--- config.mk ---
export PLATFORM = sky130hd
export DESIGN_NAME = bounded_array_list_top
export DESIGN_NICKNAME = d
export VERILOG_FILES = /design/src/rtl/core/bal_pkg.sv /design/src/rtl/core/bal_cell.sv /design/src/rtl/core/bounded_array_list_top.sv
export SDC_FILE = /design/constraint.sdc
export NUM_CORES = 1
export LEC_CHECK = 0
export BUFFER_PORTS_ARGS = -buffer_cell sky130_fd_sc_hd__buf_4
export CAP_MARGIN = 20
export CORE_MARGIN = 1.5
export CORE_UTILIZATION = 58
export DETAILED_ROUTE_END_ITERATION = 7
export MAX_ROUTING_LAYER = met4
export PLACE_DENSITY = 0.86
export SYNTH_ARGS = -nofsm -noshare
export SYNTH_HDL_FRONTEND = slang
export SYNTH_HIERARCHICAL = 1
export SYNTH_SLANG_ARGS = --single-unit
--- constraint.sdc ---
create_clock -name clk -period 5.39 [get_ports clk]
set_clock_uncertainty 0.2 [all_clocks]
set_input_delay 1.078 -clock clk [delete_from_list [all_inputs] [get_ports clk]]
set_output_delay 1.078 -clock clk [all_outputs]
set_load 0.01 [all_outputs]
--- src/rtl/core/bal_pkg.sv ---
// ----------------------------------------------------------------------------
// bal_pkg: bounded array list shared types
// Operation and status codes, cell actions and the command broadcast to cells.
// ----------------------------------------------------------------------------
package bal_pkg;

	// wide enough for an index or a count up to the largest capacity (256)
	localparam int IDX_W = 9;

	typedef enum logic [2:0] {
		OP_PUSH_FRONT = 3'd0,
		OP_PUSH_BACK  = 3'd1,
		OP_POP_BACK   = 3'd2,
		OP_POP_FRONT  = 3'd3,
		OP_INSERT     = 3'd4,
		OP_SEARCH     = 3'd5
	} op_t;

	typedef enum logic [1:0] {
		ST_OK        = 2'd0,
		ST_FULL      = 2'd1,
		ST_EMPTY     = 2'd2,
		ST_BAD_INDEX = 2'd3
	} status_t;

	typedef enum logic [1:0] {
		ACT_HOLD,
		ACT_PLACE,
		ACT_POP_FRONT
	} act_t;

	typedef struct packed {
		act_t             act;
		logic [IDX_W-1:0] pos;
		logic [IDX_W-1:0] cnt;
	} cell_cmd_t;

endpackage

--- src/rtl/core/bal_cell.sv ---
// ----------------------------------------------------------------------------
// bal_cell: one list slot
// Holds one entry; loads the new word, takes its lower or upper neighbor,
// or holds, and flags a match against the search word.
// ----------------------------------------------------------------------------
module bal_cell #(
	parameter int IDX        = 0,
	parameter int VALUE_BITS = 32
) (
	input  logic                    clk,
	input  bal_pkg::cell_cmd_t      cmd,
	input  logic [VALUE_BITS-1:0]   word,
	input  logic [VALUE_BITS-1:0]   lower_d,
	input  logic [VALUE_BITS-1:0]   upper_d,
	output logic [VALUE_BITS-1:0]   data_q,
	output logic                    match
);

	localparam logic [bal_pkg::IDX_W-1:0] MY_IDX  = bal_pkg::IDX_W'(IDX);
	localparam logic [bal_pkg::IDX_W-1:0] NXT_IDX = bal_pkg::IDX_W'(IDX + 1);

	always_ff @(posedge clk) begin
		unique case (cmd.act)
			bal_pkg::ACT_PLACE: begin
				if (MY_IDX == cmd.pos) begin
					data_q <= word;
				end else if (MY_IDX > cmd.pos && MY_IDX <= cmd.cnt) begin
					data_q <= lower_d;
				end
			end
			bal_pkg::ACT_POP_FRONT: begin
				if (NXT_IDX < cmd.cnt) begin
					data_q <= upper_d;
				end
			end
			default: begin
			end
		endcase
	end

	assign match = (MY_IDX < cmd.cnt) && (data_q == word);

endmodule

--- src/rtl/core/bounded_array_list_top.sv ---
// ----------------------------------------------------------------------------
// bounded_array_list_top: fixed-capacity ordered list of signed values
// Each transfer carries one operation (push front/back, pop back/front,
// insert at index, search) and returns one result the cycle after it is
// taken: status, found flag, entry count and full/empty flags. A new
// operation may start every cycle, since all slots sit in a row of cells
// that shift, load and compare in parallel; busy is never raised.
// Results appear for one cycle with done high and must be taken then.
// ----------------------------------------------------------------------------
module bounded_array_list_top #(
	parameter int CAPACITY   = 8,
	parameter int VALUE_BITS = 32
) (
	input  logic               clk,
	input  logic               arst_n,
	input  logic               start,
	output logic               busy,
	input  logic [2:0]         op,
	input  logic signed [31:0] value,
	input  logic [3:0]         position,
	output logic               done,
	output logic [1:0]         status,
	output logic               found,
	output logic [3:0]         count,
	output logic               is_full,
	output logic               is_empty
);

	localparam int CW = $clog2(CAPACITY + 1);
	localparam logic [bal_pkg::IDX_W-1:0] CAP_X = bal_pkg::IDX_W'(CAPACITY);
	localparam logic [bal_pkg::IDX_W-1:0] ONE_X = bal_pkg::IDX_W'(1);

	logic [CW-1:0]                cnt_q;
	logic [bal_pkg::IDX_W-1:0]    cnt_x;
	logic [bal_pkg::IDX_W-1:0]    cnt_n;
	logic [bal_pkg::IDX_W-1:0]    pos_x;
	logic [63:0]                  value_ext;
	logic [VALUE_BITS-1:0]        word;
	logic                         full;
	bal_pkg::cell_cmd_t           cmd;
	bal_pkg::status_t             status_n;
	logic                         found_n;
	logic                         take;
	logic [VALUE_BITS-1:0]        data [CAPACITY];
	logic [CAPACITY-1:0]          match;

	logic                         done_q;
	logic [1:0]                   status_q;
	logic                         found_q;
	logic [3:0]                   count_q;
	logic                         is_full_q;
	logic                         is_empty_q;

	assign busy      = 1'b0;
	assign take      = start && !busy;
	assign value_ext = {{32{value[31]}}, value};
	assign word      = value_ext[VALUE_BITS-1:0];
	assign cnt_x     = bal_pkg::IDX_W'(cnt_q);
	assign pos_x     = bal_pkg::IDX_W'(position);
	assign full      = (cnt_x == CAP_X);

	always_comb begin
		status_n = bal_pkg::ST_OK;
		found_n  = 1'b0;
		cnt_n    = cnt_x;
		cmd.act  = bal_pkg::ACT_HOLD;
		cmd.pos  = cnt_x;
		cmd.cnt  = cnt_x;
		unique case (bal_pkg::op_t'(op))
			bal_pkg::OP_PUSH_FRONT, bal_pkg::OP_PUSH_BACK: begin
				if (full) begin
					status_n = bal_pkg::ST_FULL;
				end else begin
					cmd.act = bal_pkg::ACT_PLACE;
					cmd.pos = (bal_pkg::op_t'(op) == bal_pkg::OP_PUSH_FRONT) ? '0 : cnt_x;
					cnt_n   = cnt_x + ONE_X;
				end
			end
			bal_pkg::OP_INSERT: begin
				if (full) begin
					status_n = bal_pkg::ST_FULL;
				end else if (pos_x > cnt_x) begin
					status_n = bal_pkg::ST_BAD_INDEX;
				end else begin
					cmd.act = bal_pkg::ACT_PLACE;
					cmd.pos = pos_x;
					cnt_n   = cnt_x + ONE_X;
				end
			end
			bal_pkg::OP_POP_BACK, bal_pkg::OP_POP_FRONT: begin
				if (cnt_x == '0) begin
					status_n = bal_pkg::ST_EMPTY;
				end else begin
					if (bal_pkg::op_t'(op) == bal_pkg::OP_POP_FRONT) begin
						cmd.act = bal_pkg::ACT_POP_FRONT;
					end
					cnt_n = cnt_x - ONE_X;
				end
			end
			bal_pkg::OP_SEARCH: begin
				found_n = |match;
			end
			default: begin
			end
		endcase
		if (!take) begin
			cmd.act = bal_pkg::ACT_HOLD;
		end
	end

	for (genvar i = 0; i < CAPACITY; i++) begin : g_cell
		logic [VALUE_BITS-1:0] lower_d;
		logic [VALUE_BITS-1:0] upper_d;
		if (i == 0) begin : g_first
			assign lower_d = word;
		end else begin : g_lower
			assign lower_d = data[i-1];
		end
		if (i == CAPACITY - 1) begin : g_last
			assign upper_d = word;
		end else begin : g_upper
			assign upper_d = data[i+1];
		end
		bal_cell #(
			.IDX        (i),
			.VALUE_BITS (VALUE_BITS)
		) u_cell (
			.clk     (clk),
			.cmd     (cmd),
			.word    (word),
			.lower_d (lower_d),
			.upper_d (upper_d),
			.data_q  (data[i]),
			.match   (match[i])
		);
	end

	always_ff @(posedge clk or negedge arst_n) begin
		if (!arst_n) begin
			cnt_q  <= '0;
			done_q <= 1'b0;
		end else begin
			done_q <= take;
			if (take) begin
				cnt_q <= cnt_n[CW-1:0];
			end
		end
	end

	always_ff @(posedge clk) begin
		if (take) begin
			status_q   <= status_n;
			found_q    <= found_n;
			count_q    <= cnt_n[3:0];
			is_full_q  <= (cnt_n == CAP_X);
			is_empty_q <= (cnt_n == '0);
		end
	end

	assign done     = done_q;
	assign status   = status_q;
	assign found    = found_q;
	assign count    = count_q;
	assign is_full  = is_full_q;
	assign is_empty = is_empty_q;

	a_done_follows: assert property (@(posedge clk) disable iff (!arst_n)
		take |=> done)
		else $error("result transfer missing after start");

	a_cnt_bound: assert property (@(posedge clk) disable iff (!arst_n)
		bal_pkg::IDX_W'(cnt_q) <= CAP_X)
		else $error("entry count above capacity");

	a_full_flag: assert property (@(posedge clk) disable iff (!arst_n)
		done && status == 2'(bal_pkg::ST_FULL) |-> is_full)
		else $error("full status without full flag");

	a_empty_flag: assert property (@(posedge clk) disable iff (!arst_n)
		done && status == 2'(bal_pkg::ST_EMPTY) |-> is_empty)
		else $error("empty status without empty flag");

	a_found_nonempty: assert property (@(posedge clk) disable iff (!arst_n)
		done && found |-> !is_empty && status == 2'(bal_pkg::ST_OK))
		else $error("found on empty list");

endmodule
* Yosys cells after proc, flatten, opt, wreduce, memory -nomap -nowiden
Cells that the tools add are included.
** Cells by class
- Add/sub/neg operators :: 2
- Order comparisons :: 26
- Equality and inequality tests :: 40
- Mux-type cells :: 51
- Reductions and logical operators :: 32
** Operator list (number)
- 32-bit two-way mux :: 24
- 32-bit one-hot mux with 2 select lines :: 8
- 32-bit == test :: 8
- 3-bit by 9-bit == test with 1-bit output, first input constant :: 4
- 3-bit by 9-bit greater-than comparator with 1-bit output, first input constant :: 4
- 10-bit two-way mux :: 3
- 9-bit zero test :: 3
- 9-bit one-hot mux with 3 select lines :: 1
- 3-bit by 1-bit inequality test with 1-bit output, second input constant :: 8
- 3-bit AND reduction :: 8
- 2-bit by 9-bit == test with 1-bit output, first input constant :: 2
- 1-bit by 9-bit greater-than comparator with 1-bit output, first input constant :: 2
- 2-bit by 9-bit greater-than comparator with 1-bit output, first input constant :: 2
- 9-bit one-hot mux with 2 select lines :: 1
- 3-bit by 4-bit less-or-equal comparator with 1-bit output, first input constant :: 4
- 1-bit logical AND :: 16
- 3-bit by 4-bit less-than comparator with 1-bit output, first input constant :: 4
- 2-bit by 1-bit inequality test with 1-bit output, second input constant :: 8
- 5-bit two-way mux :: 3
- 2-bit two-way mux :: 6
- 2-bit one-hot mux with 3 select lines :: 2
- 1-bit by 9-bit == test with 1-bit output, first input constant :: 1
- 9-bit by 4-bit == test with 1-bit output, second input constant :: 1
- 9-bit two-way mux :: 1
- 20 further kinds :: 27
** Word-level totals
- Register bits :: 270
- Input bits :: 42
- Output and inout port bits :: 11
- Word-level logic and storage cells :: 166

* Logic depth before layout (Yosys ltp)
Gate-level depths: netlist (run 1).
- Depth in word-level cells :: 9
- Gate-level depth with buffers :: 15
- Gate-level depth less buffers :: 12

* Hierarchy
The synthesis (run 1) kept the hierarchy.
** By module, submodules not included
- bal_cell at g_cell[4].u_cell ... :: instances 2, cells each 234, area each 2072.0 µm², sequential area each 960.9 µm²
- bal_cell at g_cell[5].u_cell :: instances 1, cells each 235, area each 2108.3 µm², sequential area each 960.9 µm²
- bal_cell at g_cell[3].u_cell :: instances 1, cells each 234, area each 2084.5 µm², sequential area each 960.9 µm²
- bal_cell at g_cell[2].u_cell :: instances 1, cells each 234, area each 2065.7 µm², sequential area each 960.9 µm²
- bal_cell at g_cell[7].u_cell :: instances 1, cells each 231, area each 2060.7 µm², sequential area each 960.9 µm²
- bal_cell at g_cell[1].u_cell :: instances 1, cells each 231, area each 2055.7 µm², sequential area each 960.9 µm²
- bal_cell at g_cell[0].u_cell :: instances 1, cells each 230, area each 2034.5 µm², sequential area each 960.9 µm²
- bounded_array_list_top :: instances 1, cells each 121, area each 1131.1 µm², sequential area each 395.4 µm²

* Worst setup path after synthesis (run 1)
Ideal clock, no wire load.
- Kind :: input-to-reg
- Start :: input position[1]
- End :: register g_cell[3].u_cell.data_q[0], enable pin
- Library setup time :: 436 ps
- Data arrival time :: 5293 ps
- Data required time :: 4754 ps
- Path slack :: -539 ps
- Stages :: 12
- Path buffers :: 1
- Cell sequence :: ha_1 > nor2b_1 > o211ai_2 > a21boi_0 > buf_2 > nor2_1 > a22oi_1 > o21ai_0 > and2_2 > a21oi_1 > nand4bb_1 > a22oi_1
** RTL lines
- start, declared :: RTL line bounded_array_list_top.sv:20 : input logic [3:0] position,
- end signal, assigned :: RTL line bal_cell.sv:26 : data_q <= word;
- end signal, assigned :: RTL line bal_cell.sv:28 : data_q <= lower_d;
- end signal, assigned :: RTL line bal_cell.sv:33 : data_q <= upper_d;
- end, declared :: RTL line bal_cell.sv:15 : output logic [VALUE_BITS-1:0] data_q,

==> results of run 1 <==
-- registers in the layout (all words and copies together), names as in the netlist --
register              cells
done                      1
is_empty                  1
cnt_q                     4
found                     1
g_cell.u_cell/data_q    256
count                     4
status                    2
is_full                   1
-- area by class of cell --
cell class                 instances  area [um2]  area share [%]
tap                              390         488            2.50
clock buffer                      38         802            4.12
sequential                       270        8080            41.5
multi-input combinational       1672        9200            47.2
inverter                          12        45.0           0.231
timing repair buffer              91         696            3.57
antenna                            1        2.50          0.0128
clock inverter                    18         166           0.854
-- worst min path at each step --
stage | start | endpoint | slack [ns] | cells past startpoint
final | arst_n | cnt_q[3] | 0.11 | 1
after global routing | arst_n | cnt_q[0] | 0.11 | 1
after CTS | arst_n | cnt_q[0] | 0.11 | 1
after detailed placement | g_cell[7].u_cell/data_q[29] | g_cell[6].u_cell/data_q[29] | 0.45 | 2
after global placement | g_cell[0].u_cell/data_q[27] | g_cell[1].u_cell/data_q[27] | 0.42 | 2
after floorplan | g_cell[0].u_cell/data_q[27] | g_cell[1].u_cell/data_q[27] | 0.41 | 2
-- synthesized netlist by cell type (all sizes together) (2+ instances only) --
library cell	instances	area (um2)
nand3b	4	42.5
buf	34	424
dfrtp	5	125
nand4b	2	17.5
and2	6	40.0
or4	4	37.5
nor3	14	85.1
xnor2	51	447
edfxtp	265	7960
nor4	80	598
a211oi	9	67.6
o211a	2	20.0
o2bb2ai	2	17.5
nor2	277	1050
clkbuf	84	342
a22oi	5	42.5
and4b	3	31.3
inv	12	45.0
o31ai	2	15.0
a21o	2	15.0
o32ai	2	17.5
and4	4	36.3
nand2b	8	50.1
a21oi	10	53.8
xor2	209	1830
a31oi	259	1620
o22ai	3	18.8
nand2	539	2020
nand3	8	40.0
a31o	4	35.0
ha	6	75.1
nor2b	8	50.1
and3	6	37.5
nand4	26	163
o211ai	2	20.0
a32oi	2	17.5
o21ai	11	55.1
-- per-stage QoR --
step | power [mW] | hold WS [ns] | instance area [um2] | setup slack, ns
2_1_floorplan | 3.21 | 0.406 | 18000 | 0.155
3_3_place_gp | 3.62 | 0.419 | 18500 | 0.829
3_5_place_dp | 3.66 | 0.453 | 18500 | 0.699
4_1_cts | 5.67 | 0.110 | 19500 | 1.23
5_1_grt | 5.88 | 0.112 | 19500 | 0.957
6_report | 5.69 | 0.114 | 19500 | 1.14
-- cell families (layout without fill, tap and decap cells) --
group / count (synthesis) / after routing / synth area share, %
simple gates: 994 / 994 / 24.6
compound gates: 322 / 322 / 11.7
flops: 270 / 270 / 45.7
xor+xnor: 260 / 260 / 12.9
buf+inv: 130 / 159 / 4.58
fa+ha+maj: 6 / 6 / 0.424
other cells: 1 / 90 / 0.0212
mux: 1 / 1 / 0.0637
-- power breakdown --
| part | total, mW | switching (mW) | internal, mW |
|---|---|---|---|
| clock | 2.04 | 0.845 | 1.19 |
| sequential | 2.50 | 0.0759 | 2.42 |
| combinational | 1.16 | 0.763 | 0.398 |
-- per-layer routing --
metal / track usage, % / vias to the layer above / part of all wire [%] / wire length [um]
li1: - / 7155 / - / -
met1: 44.9 / 7289 / 38 / 19800
met2: 51.8 / 1119 / 45 / 23500
met3: 3.92 / 169 / 11 / 5900
met4: 17.1 / 0 / 5.7 / 2970
met5: - / - / 0 / 0
==> impl_metrics.ini, run 1 <==
[global_routing]
track_usage_pct = 33.9
grt_max_degree = 65
grt_pass1_vias = 14522
antenna_found_initial = 1
grt-ovfl-total = 0
grt_pass1_wl_um = 80700

[placement]
dpl.cell_count = 2435
numPortBuffers = 51
dp_hpwl_um = 37600
gp_congestion = 1.02

[clock_tree]
cts-root-buf = clkbuf_16
cts.sinks = 270
ctsHoldBuffers = 0
clockBufferDepth = 3
clk_latency_ns = 0.57
cts_buffers = 30
clk_pin_slew_ns = 0.06
postCtsSetupBuffers = 0
htree_levels = 1
tritoncts = yes
post_cts_resized = 0

[logic_synthesis]
yosys_warnings = 6
post_synth.cell_area_avg_um2 = 8.91
ys_ff_latch = 270
syn-instance-count = 1984
ys.flop_type = edfxtp_1
ys_async_sr_fraction_pct = 1.85
synth.distinct_cells = 69
synth_edf_count = 265
yosysSeqAreaShare_pct = 45.7
syn_area_mm2 = 0.0177

[worst_setup_path]
startpoint_type = flip-flop
crit_buf_inv = 4
path_max_fanout = 32
arrival_ns = 4.30
critical_path_depth = 13
regToRegEndpoint = g_cell[5].u_cell/data_q[0]
crit_top_cell = buf_4
reg2regPathDepth = 13
crit_end = g_cell[5].u_cell/data_q[0]
critPathKind = flip-flop to flip-flop
slowest_delay_ns = 0.68
setup.worst_path.start = cnt_q[2]
path_cells = buf_4 > inv_1 > ha_1 > nand4_1 > a21boi_0 > buf_4 > a211oi_1 > o21ai_0 > buf_4 > or4_4 > or4_4 > nand2_1 > a31oi_1
endpoint_kind = flip-flop
cp.required_ns = 5.44
reg2reg_from = cnt_q[2]
slowest_stage = or4_4
rrSetupSlack_ns = 1.14
cp_top_family = simple AND/OR/NAND/NOR gates

[drt]
drc = 0
final_antenna_net_count = 0
avgRoutedWirePerCell_um = 20.9
wl_um = 52100
drt_pre_antenna_iters = 6
vias = 15732
vias_per_cell = 6.31
drtIter0Drc = 2812

[timing]
finalSetupViolCount = 0
maxSlewHeadroom_pct = 29.8
rsz0062_at_grt = false
max_freq_ghz = 0.235
report.final.slew_viol_count = 0
period_needed_ns = 4.25
tightest_slew_ns = 1.05
finalCritPeriodShare_pct = 78.9
hold_violations = 0
setup_tns_ns = 0

[job]
drv_cap = 0

[floorplan]
start_util_pct = 59.4
core_mm2 = 0.0298
dieArea_mm2 = 0.0315
rows = 63
die_x_um = 178
fp.dieH_um = 178
ioPinCount = 53

[cells_and_area]
final_cells = 2492
drive_gt1_share_pct = 8.42
final_cell_mix = nand2_1, nor2_1, edfxtp_1, a31oi_1, xor2_1
post-route-util_pct = 65.4
final_net_count = 2125
final_common_cell = nand2_1
nFillCells = 2290
synthToLayoutAreaGrowth_pct = 10.2

[pwr]
powerDensity_mw_per_mm2 = 292
power.leakage_nw = 7.36
peakVddDrop_uv = 236

[worst_hold_path]
hold_class = input pin to asynchronous set/reset pin

[run_status]
status = finished, final reports clean
Note: power is estimated with default switching activity, not from simulation.
==> inputs of run 2 (changes only) <==
CORE_UTILIZATION = 59   (was 58)
PLACE_DENSITY = 0.84   (was 0.86)
clock period = 4.1 ns   (was 5.39 ns; I/O delays follow)
==> run 2 against run 1 <==
  * Via count grew 0.17%
  * Wire length about the same
  * Cell count up 0.80%
  * Count of clock-buffer cells in the layout decreased by 7
  * Critical endpoint is now g_cell[6].u_cell/data_q[10]
  * Largest cell class unchanged
==> impl_metrics.ini, run 2 (synthesized netlist as in run 1, its figures left out) <==
[run_status]
status = finished, final reports clean

[timing]
finalCritPeriodShare_pct = 98.3
maxSlewHeadroom_pct = 35.2
hold_violations = 0
fin_hold_ws_ns = 0.311
period_needed_ns = 4.03
max_freq_ghz = 0.248
finalSetupViolCount = 0
tightest_slew_ns = 0.965
layout_setup_ws_ns = 0.0686
report.final.slew_viol_count = 0

[worst_setup_path]
path_cells = inv_1 > ha_4 > nor2b_4 > o211ai_2 > a21boi_1 > a211oi_1 > o21ai_2 > buf_12 > nor4_4 > nand4_1 > o22ai_2
slowest_delay_ns = 0.76
cp.required_ns = 4.10
path_max_fanout = 16
cp_top_family = compound AO/OA/AOI/OAI gates
rrSetupSlack_ns = 0.07
startpoint_type = flip-flop
critPathKind = flip-flop to flip-flop
slowest_stage = o22ai_2
crit_buf_inv = 2
endpoint_kind = flip-flop
arrival_ns = 4.03

[pwr]
power_frac_comb_pct = 21.3
p_sw_share_pct = 28.9
sequentialPowerShare_pct = 41.4
powerDensity_mw_per_mm2 = 394
p_switching_mw = 2.29
p_int_mw = 5.62
peakVddDrop_uv = 355
power.leakage_nw = 7.61
pwr-share-clk_pct = 37.3

[floorplan]
die_x_um = 176
start_util_pct = 59.8
ioPinCount = 53
dieArea_mm2 = 0.0310
rows = 63
core_mm2 = 0.0296
fp.dieH_um = 176

[cells_and_area]
final_cell_mix = nand2_1, nor2_1, edfxtp_1, a31oi_1, xor2_1
final_cells = 2512
final_net_count = 2146
synthToLayoutAreaGrowth_pct = 13.7
final_area_mm2 = 0.0201
drive_gt1_share_pct = 10.2
final_common_cell = nand2_1
largest_register_ffs = 256
regMostFlops = g_cell.u_cell/data_q

[drt]
vias_per_cell = 6.27
drt_pre_antenna_iters = 6
top_layer = met4
avgRoutedWirePerCell_um = 20.8
drc = 0
met2WireLength_um = 23700
drt-met1-wl_um = 19900
vias = 15758
wl_um = 52200
final_antenna_net_count = 0
wl_met3_um = 6010
drtIter0Drc = 2359

[clock_tree]
clockBufferDepth = 3
tritoncts = yes
clk_pin_slew_ns = 0.06
cts-root-buf = clkbuf_16
cts_buffers = 29
clk_latency_ns = 0.57
htree_levels = 1
cts.sinks = 270

[job]
drv_cap = 0

[placement]
dpl.cell_count = 2455
numPortBuffers = 51
dp_hpwl_um = 38000
gp_congestion = 1.03
place_ws_ns = -0.179
dpl_cell_area_mm2 = 0.0190

[global_routing]
grt_pass1_wl_um = 79900
grt_pass1_vias = 14408
antenna_found_initial = 1
track_usage_pct = 34.1
grt-ovfl-total = 0
grt_max_degree = 65

[worst_hold_path]
hold_class = input pin to flip-flop
## run 2: changes by cell type in the layout (fill, tap and decap cells not counted), sizes merged
cell / change
dlygate4sd3: +1
o22ai: +1
bufinv: +5
clkbuf: -7
clkinvlp: +3
buf: +20
clkinv: -3
## run 2: worst paths after layout
kind	cells past startpoint	endpoint	startpoint
setup / recovery	11	g_cell[6].u_cell/data_q[10]	cnt_q[1]
hold / removal	1	done	start
setup reg to reg	11	g_cell[6].u_cell/data_q[10]	cnt_q[1]
hold reg to reg	2	g_cell[1].u_cell/data_q[27]	g_cell[0].u_cell/data_q[27]
max in group asynchronous	2	cnt_q[3]	arst_n
min in group asynchronous	2	cnt_q[0]	arst_n
## run 2: final cells by class
| class | instances | area (um2) |
|---|---|---|
| timing repair buffer | 112 | 1120 |
| tap | 390 | 488 |
| antenna | 1 | 2.50 |
| inverter | 12 | 45.0 |
| fill | 2233 | 9450 |
| clock inverter | 23 | 338 |
| sequential | 270 | 8090 |
| clock buffer | 31 | 733 |
| multi-input combinational | 1673 | 9300 |
## run 2: power groups by stage
stage	Sequential, mW	Clock (mW)	Combinational, mW
2_1_floorplan	3.36	0	0.933
6_report	3.28	2.95	1.69
4_1_cts	3.27	2.96	1.64
3_5_place_dp	3.33	0	1.63
5_1_grt	3.29	3.07	1.81
3_3_place_gp	3.33	0	1.59
## run 2: metrics by stage
step / utilization, % / TNS (ns) / total power [mW]
finish: 68.0 / 0 / 7.92
global route: 68.0 / -0.256 / 8.16
CTS: 68.0 / 0 / 7.88
detailed placement: 64.3 / -11.43 / 4.96
global placement: 64.3 / -3.39 / 4.91
floorplan: - / -1.95 / 4.29
## run 2: repair_timing
| action | CTS | global route |
|---|---|---|
| hold buffers | 1 | 0 |
| endpoints found under the setup margin | 0 | 32 |
| endpoints found under the hold margin | 5 | 0 |
| resized for setup | 0 | 1 |
| buffers inserted | 0 | 0 |
## run 2: routing by layer
metal  track usage [%]  vias up
met5                 -        -
met1              45.5     7283
met2              52.2     1119
li1                  -     7206
met3              4.26      150
met4              15.8        0
